===== config.mk =====
export PLATFORM = sky130hd
export DESIGN_NAME = zbsr_div
export DESIGN_NICKNAME = d
export VERILOG_FILES = /design/src/design/zbsr_pkg.sv /design/src/design/zbsr_div.sv
export SDC_FILE = /design/constraint.sdc
export NUM_CORES = 1
export LEC_CHECK = 0
export BUFFER_PORTS_ARGS = -buffer_cell sky130_fd_sc_hd__buf_2
export CAP_MARGIN = 20
export CORE_AREA = 2 2 88 107
export DETAILED_ROUTE_END_ITERATION = 12
export DIE_AREA = 0 0 90 109
export PLACE_DENSITY_LB_ADDON = 0.15
export SYNTH_ARGS = -nofsm -noshare
export SYNTH_HDL_FRONTEND = slang
export SYNTH_SLANG_ARGS = --single-unit

===== constraint.sdc =====
create_clock -name clk -period 2.65 [get_ports clk]
set_input_delay 0 -clock clk [delete_from_list [all_inputs] [get_ports clk]]
set_output_delay 0 -clock clk [all_outputs]
set_load 0.03 [all_outputs]

===== src/design/zbsr_pkg.sv =====
// Shared types, constants and helpers for the z-buffered sphere point renderer.
// No dependencies; the other design files except zbsr_mem refer to this package by scoped names.
`default_nettype none
package zbsr_pkg;

  // Default geometry and angle resolution
  localparam int unsigned DEF_SCREEN_COLS = 80;
  localparam int unsigned DEF_SCREEN_ROWS = 40;
  localparam int unsigned DEF_ANGLE_BITS  = 12;

  // Widths of the shared datapath
  localparam int unsigned PROD_W  = 52;   // signed product / accumulator
  localparam int unsigned COORD_W = 18;   // Q4.14 coordinates and trig values
  localparam int unsigned DEN_W   = 18;   // depth denominator
  localparam int unsigned OOZ_W   = 16;   // inverse depth, unsigned Q0.16

  // Odd sine polynomial coefficients (Q16)
  localparam int unsigned SIN_C1 = 102944;
  localparam int unsigned SIN_C2 = 42047;
  localparam int unsigned SIN_C3 = 4639;
  localparam int unsigned ONE_Q14 = 16384;

  // Normalised light in Q14
  localparam int LIGHT_X = 6210;
  localparam int LIGHT_Y = 12421;
  localparam int LIGHT_Z = -8694;

  // Viewer distance 6.0 in Q14, minimum depth denominator
  localparam int unsigned VIEW_DIST_Q14 = 98304;
  localparam int unsigned DEN_MIN       = 16385;

  // Grid spacing in whole degrees
  localparam int unsigned GRID_POLAR_STEP  = 20;
  localparam int unsigned GRID_POLAR_LINES = 360 / GRID_POLAR_STEP;
  localparam int unsigned GRID_AZIM_STEP   = 30;
  localparam int unsigned GRID_AZIM_LINES  = 360 / GRID_AZIM_STEP;

  // Input modes
  typedef enum logic [1:0] {
    MODE_CLEAR = 2'd0,
    MODE_PLOT  = 2'd1,
    MODE_READ  = 2'd2,
    MODE_NOP   = 2'd3
  } mode_t;

  // Configuration register indexes
  localparam logic [1:0] REG_ROT_X = 2'd0;
  localparam logic [1:0] REG_ROT_Y = 2'd1;
  localparam logic [1:0] REG_ROT_Z = 2'd2;

  // Divider request
  typedef struct packed {
    logic             start;
    logic [DEN_W-1:0] den;
  } div_req_t;

  // Divider status
  typedef struct packed {
    logic             done;
    logic [OOZ_W-1:0] quo;
  } div_rsp_t;

  // Round a Q28 sum to Q14: floor((p + 8192) / 16384)
  function automatic logic signed [COORD_W-1:0] round_q14(input logic signed [PROD_W-1:0] p);
    logic signed [PROD_W-1:0] t;
    t = p + PROD_W'(8192);
    return t[COORD_W+13:14];
  endfunction

  // True when deg mod step is 0 or 1
  function automatic logic grid_hit(input logic [8:0] deg, input int unsigned step,
                                    input int unsigned lines);
    logic hit;
    hit = 1'b0;
    for (int unsigned k = 0; k < 18; k++) begin
      if (k < lines) begin
        if (deg == 9'(k * step) || deg == 9'(k * step + 1)) hit = 1'b1;
      end
    end
    return hit;
  endfunction

endpackage
`default_nettype wire


===== src/design/zbsr_div.sv =====
// Restoring divider for inverse depth: 2^30 / den, one quotient bit a cycle.
// Depends on zbsr_pkg for the request and status structs.
`default_nettype none
module zbsr_div (
  input  wire logic               clk,
  input  wire logic               rst,
  input  wire zbsr_pkg::div_req_t req,
  output zbsr_pkg::div_rsp_t      rsp
);

  localparam int unsigned NUM_W = 31;

  logic [zbsr_pkg::DEN_W-1:0] den;
  logic [zbsr_pkg::DEN_W-1:0] rem;
  logic [NUM_W-1:0]           num;
  logic [NUM_W-1:0]           quo;
  logic [4:0]                 count;
  logic                       busy;
  logic                       done;
  logic [zbsr_pkg::DEN_W:0]   rem_sh;
  logic                       fits;

  assign rem_sh = {rem, num[NUM_W-1]};
  assign fits   = rem_sh >= {1'b0, den};

  always_ff @(posedge clk) begin
    if (rst) begin
      busy <= 1'b0;
      done <= 1'b0;
    end else begin
      done <= 1'b0;
      if (req.start) begin
        busy  <= 1'b1;
        den   <= req.den;
        rem   <= '0;
        num   <= NUM_W'(1) << 30;
        quo   <= '0;
        count <= '0;
      end else if (busy) begin
        rem   <= fits ? zbsr_pkg::DEN_W'(rem_sh - {1'b0, den}) : rem_sh[zbsr_pkg::DEN_W-1:0];
        num   <= {num[NUM_W-2:0], 1'b0};
        quo   <= {quo[NUM_W-2:0], fits};
        count <= count + 5'd1;
        if (count == 5'(NUM_W - 1)) begin
          busy <= 1'b0;
          done <= 1'b1;
        end
      end
    end
  end

  assign rsp.done = done;
  assign rsp.quo  = quo[zbsr_pkg::OOZ_W-1:0];

endmodule
`default_nettype wire


==> summary.md <==
| Metric | Value |
|---|---|
| Outcome | complete, no violations |
| Placed inst area | 3940 sq um |
| Syn Nets | 344 |
| All-layer global routing usage | 0.168 |
| CP Capture Type | register |
| Initial antenna violation count | 0 |
| Worst slew pin tran | 0.618 ns |
| Fin area | 4350 sq um |
| Worst hold path type | in2reg |
| Vias in the first global route | 2641 |
| Effective utilization at floorplan | 0.391 |
| Routed WL | 7790 microns |
| Cell Area, Synth | 3460 sq um |
| NetSw | 838 uW |
| Leak | 0.00179 uW |
| Syn-to-layout area delta | 25.9% |
| Grt total ovfl | 0 |
| Drt initial violations | 83 |
| Die height | 109 microns |
| Nets@finish | 426 |
| DR pass1 iterations | 4 |
| Die width | 90 microns |
| Comb pwr share | 0.272 |
| Clk network pwr share | 0.284 |
| Hold depth | 3 |
| Worst-case clock buffer depth | 2 |
| WL per Instance | 15.3 microns |
| Global-route wire length before repair | 12700 microns |
| Full die area | 9810 sq um |
| Synth Flop Type | edfxtp_1 |
| Worst-path clk slew | 0.08 ns |
| Pwr dens | 604 nW/um^2 |
| Slew Viols, Final | 0 |
| Diode count | 0 |
| CTS Buf Count | 9 |
| Clk sinks | 60 |
| Post-route non-filler standard cell count | 509 |
| Max Cap Viol | 0 |
| Clk Latency, worst-skew pair | 0.36 ns |
| Flops & latches, synth | 60 |
| Cell row count | 38 |
| Hold violation count in the final report | 0 |
| DP Worst Slack | -0.105 ns |
| Sequential area share after synthesis | 0.516 |
| CTS tree | built |
| Fraction of layout cells with a size suffix above 1 | 0.267 |
| Setup violations, final | 0 |
| Reg2Reg Depth | 10 |
| Shortest period the worst path allows | 2.64 ns |
| Mapped Cells | 302 |
| Crit share post-route | 0.997 |
| Slew HR | 0.584 |
| Internal Pwr Total | 1790 uW |
| Worst Path Required | 2.75 ns |
| Gpl congestion | 0.846 |
| Cell taking the most area after synthesis | edfxtp_1 |
| Max FO, Critical Path | 4 |
| Root buffer cell | clkbuf_8 |
| EDFF count, synth | 58 |
| DRC viols | 0 |
| Largest net degree at the start of global routing | 37 |
| CP arrival | 2.74 ns |
| IO Port Bufs | 37 |
| Setup repair after global routing missed its margin | yes |
| Routed Antenna Nets | 0 |
| Kind of critical path | reg2reg |
| Fmax | 379 MHz |
| Post-DP HPWL | 5400 microns |
| Placed Cells | 473 |
| Via count | 2592 |
| Top cells by area, synth | edfxtp_1 (50%), ha_1 (7.2%), a21oi_1 (3.9%), nor2b_1 (2.9%), inv_1 (2.5%) |
| Top cell type's share of synthesized area | 0.504 |
| Avg Cell Area, Syn | 11.4 sq um |
| Flop pwr share | 0.444 |
| Post-DR vias/cell | 5.09 |
| Final worst setup slack | 0.00891 ns |
| Worst Skew | 0.0118 ns |
| H-tree depth | 3 |
| Ports | 38 |
| Ys async rst share | 0 |
| Warnings, synthesis | 0 |
| Switching share of power | 0.319 |
| Core ar. | 8840 sq um |
| Peak VDD IR | 0.249 mV |
| Startpoint types | register |
| Yosys cell types | 60 |
| Final core utilization | 0.492 |
[final timing paths]
path	end	slack [ns]	from
max	rem[12]	0.009	num[30]
min	done	0.01	req[18]
max reg2reg	rem[12]	0.009	num[30]
min reg2reg	done	0.49	busy
[Yosys cell counts, types with 3 or more instances]
cell,count
o21a_1,4
o21ai_0,7
o211ai_2,3
edfxtp_1,58
or3_1,4
nor2_1,14
a21oi_1,27
o31ai_1,3
nor3_1,5
xnor2_1,5
inv_1,23
ha_1,20
and3_1,4
o21ai_1,7
nor2b_1,16
nand3_1,17
xor2_1,6
nand2_1,14
a21o_1,9
[repair_timing]
action / CTS / global route
hold buffers: 19 / 0
buffers inserted: 0 / 1
endpoints found under the setup margin: 3 / 3
hold endpoints to repair: 19 / 0
gates resized for setup: 2 / 5
pin swaps: 2 / 1
[critical path: stages, from the launching register on]
cell	delay, ns
edfxtp_1	0.39
inv_1	0.08
ha_2	0.18
inv_2	0.04
fa_2	0.33
a211o_1	0.28
a211o_1	0.34
and3_4	0.21
or3_4	0.36
o211ai_2	0.08
a21oi_1	0.08
[metal layers]
layer,share of wire,track usage
met1,0.46,0.203
met2,0.49,0.284
met3,0.025,0.0297
met4,0.025,0.0956
met5,0,0
[through the flow]
| stage | TNS (ns) | power (uW) | hold WS [ns] |
|---|---|---|---|
| floorplan | 0 | 1670 | 0.0728 |
| global placement | -0.0490 | 1860 | 0.176 |
| detailed placement | -0.153 | 1860 | 0.178 |
| CTS | 0 | 2640 | 0.00802 |
| global route | -0.120 | 2780 | 0.0235 |
| finish | 0 | 2630 | 0.0134 |
[cell type report]
cell class | instances | area (sq um)
multi-input cells | 209 | 1570
repair buffers | 81 | 588
well taps | 120 | 150
clock inverters | 7 | 53.8
clock buffers | 9 | 124
flip-flops and latches | 60 | 1780
fillers | 858 | 4490
inverters | 23 | 86.3
[flip-flops by register name, summed over array words and instances (netlist names)]
signal	cells
busy	1
count	5
den	18
done	1
num	1
quo	16
rem	18
[power by group through the flow]
stage	Combinational [uW]	Sequential, uW	Clock, uW
detailed placement	675	1190	0
global placement	672	1190	0
CTS	702	1170	768
finish	715	1170	746
floorplan	458	1210	0
global route	793	1180	815
[kinds of logic after synthesis]
family / synth area share
xor+xnor: 0.0279
mux: 0.00615
compound gates: 0.194
simple gates: 0.135
buf+inv: 0.0431
flops: 0.516
fa+ha+maj: 0.0782
[placed cells by master, fill, tap and decap left out, types with 14 or more instances in the layout]
cell type	n
nor2b_1	16
a21oi_1	27
nand2_1	14
buf_2	37
edfxtp_1	58
inv_1	22
buf_4	23
nand3_1	17
ha_1	19
dlygate4sd3_1	19
Power figures use the tool's default switching activity.
