==> config.mk <==
export PLATFORM = sky130hd
export DESIGN_NAME = zbsr_mul
export DESIGN_NICKNAME = d
export VERILOG_FILES = /design/src/design/zbsr_pkg.sv /design/src/design/zbsr_mul.sv
export SDC_FILE = /design/constraint.sdc
export NUM_CORES = 2
export LEC_CHECK = 0
export ABC_AREA = 1
export BUFFER_PORTS_ARGS = -buffer_cell sky130_fd_sc_hd__buf_4
export CORE_ASPECT_RATIO = 0.6
export CORE_MARGIN = 3
export CORE_UTILIZATION = 55
export CTS_CLUSTER_DIAMETER = 120
export DETAILED_ROUTE_END_ITERATION = 8
export GPL_TIMING_DRIVEN = 0
export HOLD_SLACK_MARGIN = 0.05
export PLACE_DENSITY_LB_ADDON = 0.25
export SLEW_MARGIN = 20
export SYNTH_ARGS = -nofsm -noshare
export SYNTH_HDL_FRONTEND = slang
export SYNTH_SLANG_ARGS = --single-unit
==> constraint.sdc <==
create_clock -name clk -period 7.6 [get_ports clk]
set_clock_uncertainty 0.05 [all_clocks]
set_input_delay 1.52 -clock clk [delete_from_list [all_inputs] [get_ports clk]]
set_output_delay 1.52 -clock clk [all_outputs]
set_load 0.005 [all_outputs]
==> src/design/zbsr_pkg.sv <==
// Shared types, constants and helpers for the z-buffered sphere point renderer.
// No dependencies; the other design files except zbsr_mem refer to this package by scoped names.
`default_nettype none
package zbsr_pkg;

  // Default geometry and angle resolution
  localparam int unsigned DEF_SCREEN_COLS = 80;
  localparam int unsigned DEF_SCREEN_ROWS = 40;
  localparam int unsigned DEF_ANGLE_BITS  = 12;

  // Widths of the shared datapath
  localparam int unsigned PROD_W  = 52;   // signed product / accumulator
  localparam int unsigned COORD_W = 18;   // Q4.14 coordinates and trig values
  localparam int unsigned DEN_W   = 18;   // depth denominator
  localparam int unsigned OOZ_W   = 16;   // inverse depth, unsigned Q0.16

  // Odd sine polynomial coefficients (Q16)
  localparam int unsigned SIN_C1 = 102944;
  localparam int unsigned SIN_C2 = 42047;
  localparam int unsigned SIN_C3 = 4639;
  localparam int unsigned ONE_Q14 = 16384;

  // Normalised light in Q14
  localparam int LIGHT_X = 6210;
  localparam int LIGHT_Y = 12421;
  localparam int LIGHT_Z = -8694;

  // Viewer distance 6.0 in Q14, minimum depth denominator
  localparam int unsigned VIEW_DIST_Q14 = 98304;
  localparam int unsigned DEN_MIN       = 16385;

  // Grid spacing in whole degrees
  localparam int unsigned GRID_POLAR_STEP  = 20;
  localparam int unsigned GRID_POLAR_LINES = 360 / GRID_POLAR_STEP;
  localparam int unsigned GRID_AZIM_STEP   = 30;
  localparam int unsigned GRID_AZIM_LINES  = 360 / GRID_AZIM_STEP;

  // Input modes
  typedef enum logic [1:0] {
    MODE_CLEAR = 2'd0,
    MODE_PLOT  = 2'd1,
    MODE_READ  = 2'd2,
    MODE_NOP   = 2'd3
  } mode_t;

  // Configuration register indexes
  localparam logic [1:0] REG_ROT_X = 2'd0;
  localparam logic [1:0] REG_ROT_Y = 2'd1;
  localparam logic [1:0] REG_ROT_Z = 2'd2;

  // Divider request
  typedef struct packed {
    logic             start;
    logic [DEN_W-1:0] den;
  } div_req_t;

  // Divider status
  typedef struct packed {
    logic             done;
    logic [OOZ_W-1:0] quo;
  } div_rsp_t;

  // Round a Q28 sum to Q14: floor((p + 8192) / 16384)
  function automatic logic signed [COORD_W-1:0] round_q14(input logic signed [PROD_W-1:0] p);
    logic signed [PROD_W-1:0] t;
    t = p + PROD_W'(8192);
    return t[COORD_W+13:14];
  endfunction

  // True when deg mod step is 0 or 1
  function automatic logic grid_hit(input logic [8:0] deg, input int unsigned step,
                                    input int unsigned lines);
    logic hit;
    hit = 1'b0;
    for (int unsigned k = 0; k < 18; k++) begin
      if (k < lines) begin
        if (deg == 9'(k * step) || deg == 9'(k * step + 1)) hit = 1'b1;
      end
    end
    return hit;
  endfunction

endpackage
`default_nettype wire

==> src/design/zbsr_mul.sv <==
// Shared signed multiplier with a registered product.
// Depends on zbsr_pkg for the product width.
`default_nettype none
module zbsr_mul (
  input  wire logic                                clk,
  input  wire logic signed [31:0]                  a,
  input  wire logic signed [19:0]                  b,
  output logic signed [zbsr_pkg::PROD_W-1:0]       prod
);

  always_ff @(posedge clk) begin
    prod <= zbsr_pkg::PROD_W'(a * b);
  end

endmodule
`default_nettype wire

==> impl_metrics.prom <==
# TYPE chip_impl_metric gauge
chip_impl_metric{name="synth.lib_cells_used.distinct",unit=""} 25
chip_impl_metric{name="multiInputGateArea",unit="µm²"} 20000
chip_impl_info{name="register_with_the_highest_flop_count",value="prod"} 1
chip_impl_info{name="dominant_cell_type_by_count_on_the_critical_path",value="fa_1"} 1
chip_impl_metric{name="worst_setup_hold_path_clk_slew",unit="ns"} 0.06
chip_impl_metric{name="synthesized_area_divided_by_synthesized_cell_count",unit="µm²"} 7.48
chip_impl_metric{name="synth.yosys.seq_area_share",unit="%"} 4.03
chip_impl_metric{name="area_delta_synth_final",unit="%"} 8.02
chip_impl_metric{name="path_buf_inv",unit=""} 5
chip_impl_info{name="worst_path_max_delay_cell",value="clkbuf_1"} 1
chip_impl_metric{name="crit_fanout",unit=""} 10
chip_impl_metric{name="worstPathArrival",unit="ns"} 7.67
chip_impl_metric{name="num-fill-cells",unit=""} 4239
chip_impl_info{name="synth_common_cells",value="1212 x inv_1, 1000 x nand2_1, 636 x fa_1, 131 x ha_1, 124 x clkbuf_1"} 1
chip_impl_metric{name="io_buffers",unit=""} 72
chip_impl_metric{name="ys_warn_count",unit=""} 0
chip_impl_metric{name="final_antenna_net_count",unit=""} 0
chip_impl_metric{name="syn-instance-count",unit=""} 3454
chip_impl_metric{name="first_global_vias",unit=""} 21900
chip_impl_metric{name="cts-htree-levels",unit=""} 2
chip_impl_info{name="cts_tree",value="done"} 1
chip_impl_metric{name="length_of_the_first_detailed_routing_pass_in_iterations",unit=""} 5
chip_impl_info{name="critical_path.startpoint_type",value="input port"} 1
chip_impl_metric{name="final_period_minus_worst_setup_slack",unit="ns"} 7.53
chip_impl_metric{name="slowest_stage_delay_cp",unit="ns"} 0.66
chip_impl_info{name="timing.critical_path.cells",value="clkbuf_1, or2_2, fa_1, fa_1, inv_1, fa_1, fa_1, fa_1, fa_1, inv_1, fa_1, inv_1, ha_1, nand2_1, nor2_2, nand2_1, inv_1, nand2_1, nor2_1, nand2_1, nand4_1, nand2_1"} 1
chip_impl_metric{name="globalRouteTotalUtil",unit="%"} 34.3
chip_impl_info{name="run_status",value="finished clean"} 1
chip_impl_metric{name="post-route-period-util",unit="%"} 99.1
chip_impl_metric{name="pin_count_of_the_biggest_net_entering_global_routing",unit=""} 18
chip_impl_metric{name="report.final.hold_viol_count",unit=""} 0
chip_impl_metric{name="largest_reg_flops",unit=""} 52
chip_impl_metric{name="yosysTopAreaCellShare",unit="%"} 49.3
chip_impl_metric{name="drt-vias-per-instance",unit=""} 5.11
chip_impl_metric{name="cts_made_buffers",unit=""} 5
chip_impl_metric{name="synth_async_sr_flop_share",unit="%"} 0
chip_impl_metric{name="dr.first_iter.drc_count",unit=""} 2672
chip_impl_metric{name="cts.sink_count",unit=""} 52
chip_impl_metric{name="routed_wire_length_per_instance",unit="µm"} 19.6
chip_impl_info{name="cpLargestDelayFamily",value="adder cells"} 1
chip_impl_info{name="rsz0062_at_grt",value="true"} 1
chip_impl_metric{name="layout.cell_area.non_filler",unit="µm²"} 27900
chip_impl_info{name="synth.most_common_cell",value="inv_1"} 1
chip_impl_metric{name="grt-ovfl-total",unit=""} 0
chip_impl_metric{name="die_h",unit="µm"} 174
chip_impl_metric{name="postRouteWirelength",unit="µm"} 81800
chip_impl_metric{name="layout-drive-gt1-share",unit="%"} 7.53
chip_impl_metric{name="synth.ff_latch_count",unit=""} 52
chip_impl_metric{name="worst_hold_slack",unit="ns"} 1.87
chip_impl_metric{name="max_cap_viol_count",unit=""} 0
chip_impl_info{name="criticalPathCategory",value="in2reg"} 1
chip_impl_metric{name="pre_cts_slack",unit="ns"} -1.20
chip_impl_metric{name="finalNetCount",unit=""} 4364
chip_impl_info{name="post_synth_main_area_contributors",value="fa_1 49%, inv_1 18%, nand2_1 15%"} 1
chip_impl_info{name="ys_dominant_reg_cell",value="dfxtp_1"} 1
chip_impl_metric{name="effective_utilization_at_floorplan",unit="%"} 56.7
chip_impl_metric{name="io_pins",unit=""} 105
chip_impl_metric{name="worst_slew_pin_slew",unit="ns"} 0.907
chip_impl_metric{name="vias",unit=""} 21300
chip_impl_metric{name="horizontal_die_dimension",unit="µm"} 286
chip_impl_metric{name="synth-edff-count",unit=""} 0
chip_impl_info{name="synth_top_cell_by_area",value="fa_1"} 1
chip_impl_metric{name="final-seq-area",unit="µm²"} 1040
chip_impl_metric{name="setup_viol",unit=""} 0
chip_impl_metric{name="post_synth_design_cell_area",unit="µm²"} 25800
chip_impl_metric{name="rows",unit=""} 60
chip_impl_metric{name="place.gp.congestion",unit=""} 1.04
chip_impl_metric{name="wire_length_of_the_first_global_routing_pass",unit="µm"} 127000
chip_impl_info{name="min_path_type",value="in2reg"} 1
chip_impl_metric{name="postLayoutCoreUtil",unit="%"} 61.2
chip_impl_metric{name="syn_nets",unit=""} 4274
chip_impl_info{name="reg_top3",value="prod x52"} 1
chip_impl_metric{name="post-route-drc-count",unit=""} 0
chip_impl_info{name="end_kind",value="flop"} 1
chip_impl_metric{name="grt_antenna_before_repair",unit=""} 2
chip_impl_metric{name="relSlewSlack",unit="%"} 39.5
chip_impl_metric{name="placeableCoreArea",unit="µm²"} 45600
chip_impl_metric{name="fmax",unit="MHz"} 133
chip_impl_metric{name="full_die_area",unit="µm²"} 49700
chip_impl_info{name="root_buffer",value="clkbuf_16"} 1
chip_impl_metric{name="placed_cell_area",unit="µm²"} 27100
chip_impl_metric{name="setup_ws",unit="ns"} 0.0696
chip_impl_metric{name="clk_path_buf_depth",unit=""} 2
chip_impl_metric{name="cp_data_required_time",unit="ns"} 7.74
chip_impl_metric{name="dpl.hpwl",unit="µm"} 70400
chip_impl_metric{name="report.final.slew_viol_count",unit=""} 0
[repair_timing]
action,in CTS,in global routing
endpoints found under the setup margin,30,33
resized for setup,70,222
hold buffers,0,0
setup buffers,2,9
pin swaps,3,14
endpoints found under the hold margin,0,0
[logic make-up (layout without fill, tap and decap cells)]
logic type / count (synthesis) / count (layout) / synth area share, %
AO/OA/AOI/OAI: 61 / 61 / 1.24
XOR/XNOR: 42 / 42 / 1.42
adder cells (fa/ha/maj): 767 / 767 / 55.7
buffers and inverters: 1336 / 1426 / 19.4
flip-flops: 52 / 52 / 4.03
other: 0 / 1 / 0
AND/OR/NAND/NOR: 1196 / 1196 / 18.2
[layer usage]
| metal | track usage (%) | part of all wire (%) | vias to the layer above |
|---|---|---|---|
| li1 | - | - | 9541 |
| met4 | 7.82 | 2.7 | 6 |
| met2 | 49.1 | 41 | 1260 |
| met3 | 12.8 | 16 | 143 |
| met1 | 49.6 | 41 | 10300 |
| met5 | 0 | 0.040 | - |
[per-stage QoR]
stage | setup TNS (ns) | instances
2_1_floorplan | 0 | 3454
3_3_place_gp | -21.46 | 4146
3_5_place_dp | -21.95 | 4146
4_1_cts | 0 | 4155
5_1_grt | -0.300 | 4164
6_report | 0 | 4165
[cell type report]
cell class                 instances  share of cell area [%]
multi-input combinational       2066                    71.8
inverter                        1212                    16.3
sequential                        52                    3.73
tap                              620                    2.78
buffer                           124                    2.42
timing repair buffer              83                    2.23
clock buffer                       5                   0.449
clock inverter                     2                   0.215
antenna                            1                 0.00897
[layout by cell type, fill, tap and decap left out, types with 21 or more instances in the layout]
master and instances:
nand2_1 991, ha_1 117, a21oi_1 47, fa_1 632, clkbuf_1 30, clkbuf_2 61, xor2_1 25, buf_4 87
dfxtp_1 52, nor2_1 72, inv_1 1208, nand3_1 48, nand2_2 21
[worst paths after layout]
kind / slack [ns] / start / cells past startpoint / end
max: 0.07 / a[0] / 22 / prod[48]$_DFF_P_
min: 1.87 / a[0] / 3 / prod[0]$_DFF_P_
Power is not shown: default switching activity piles up to over one toggle a cycle in this logic, so the estimate is an artifact.
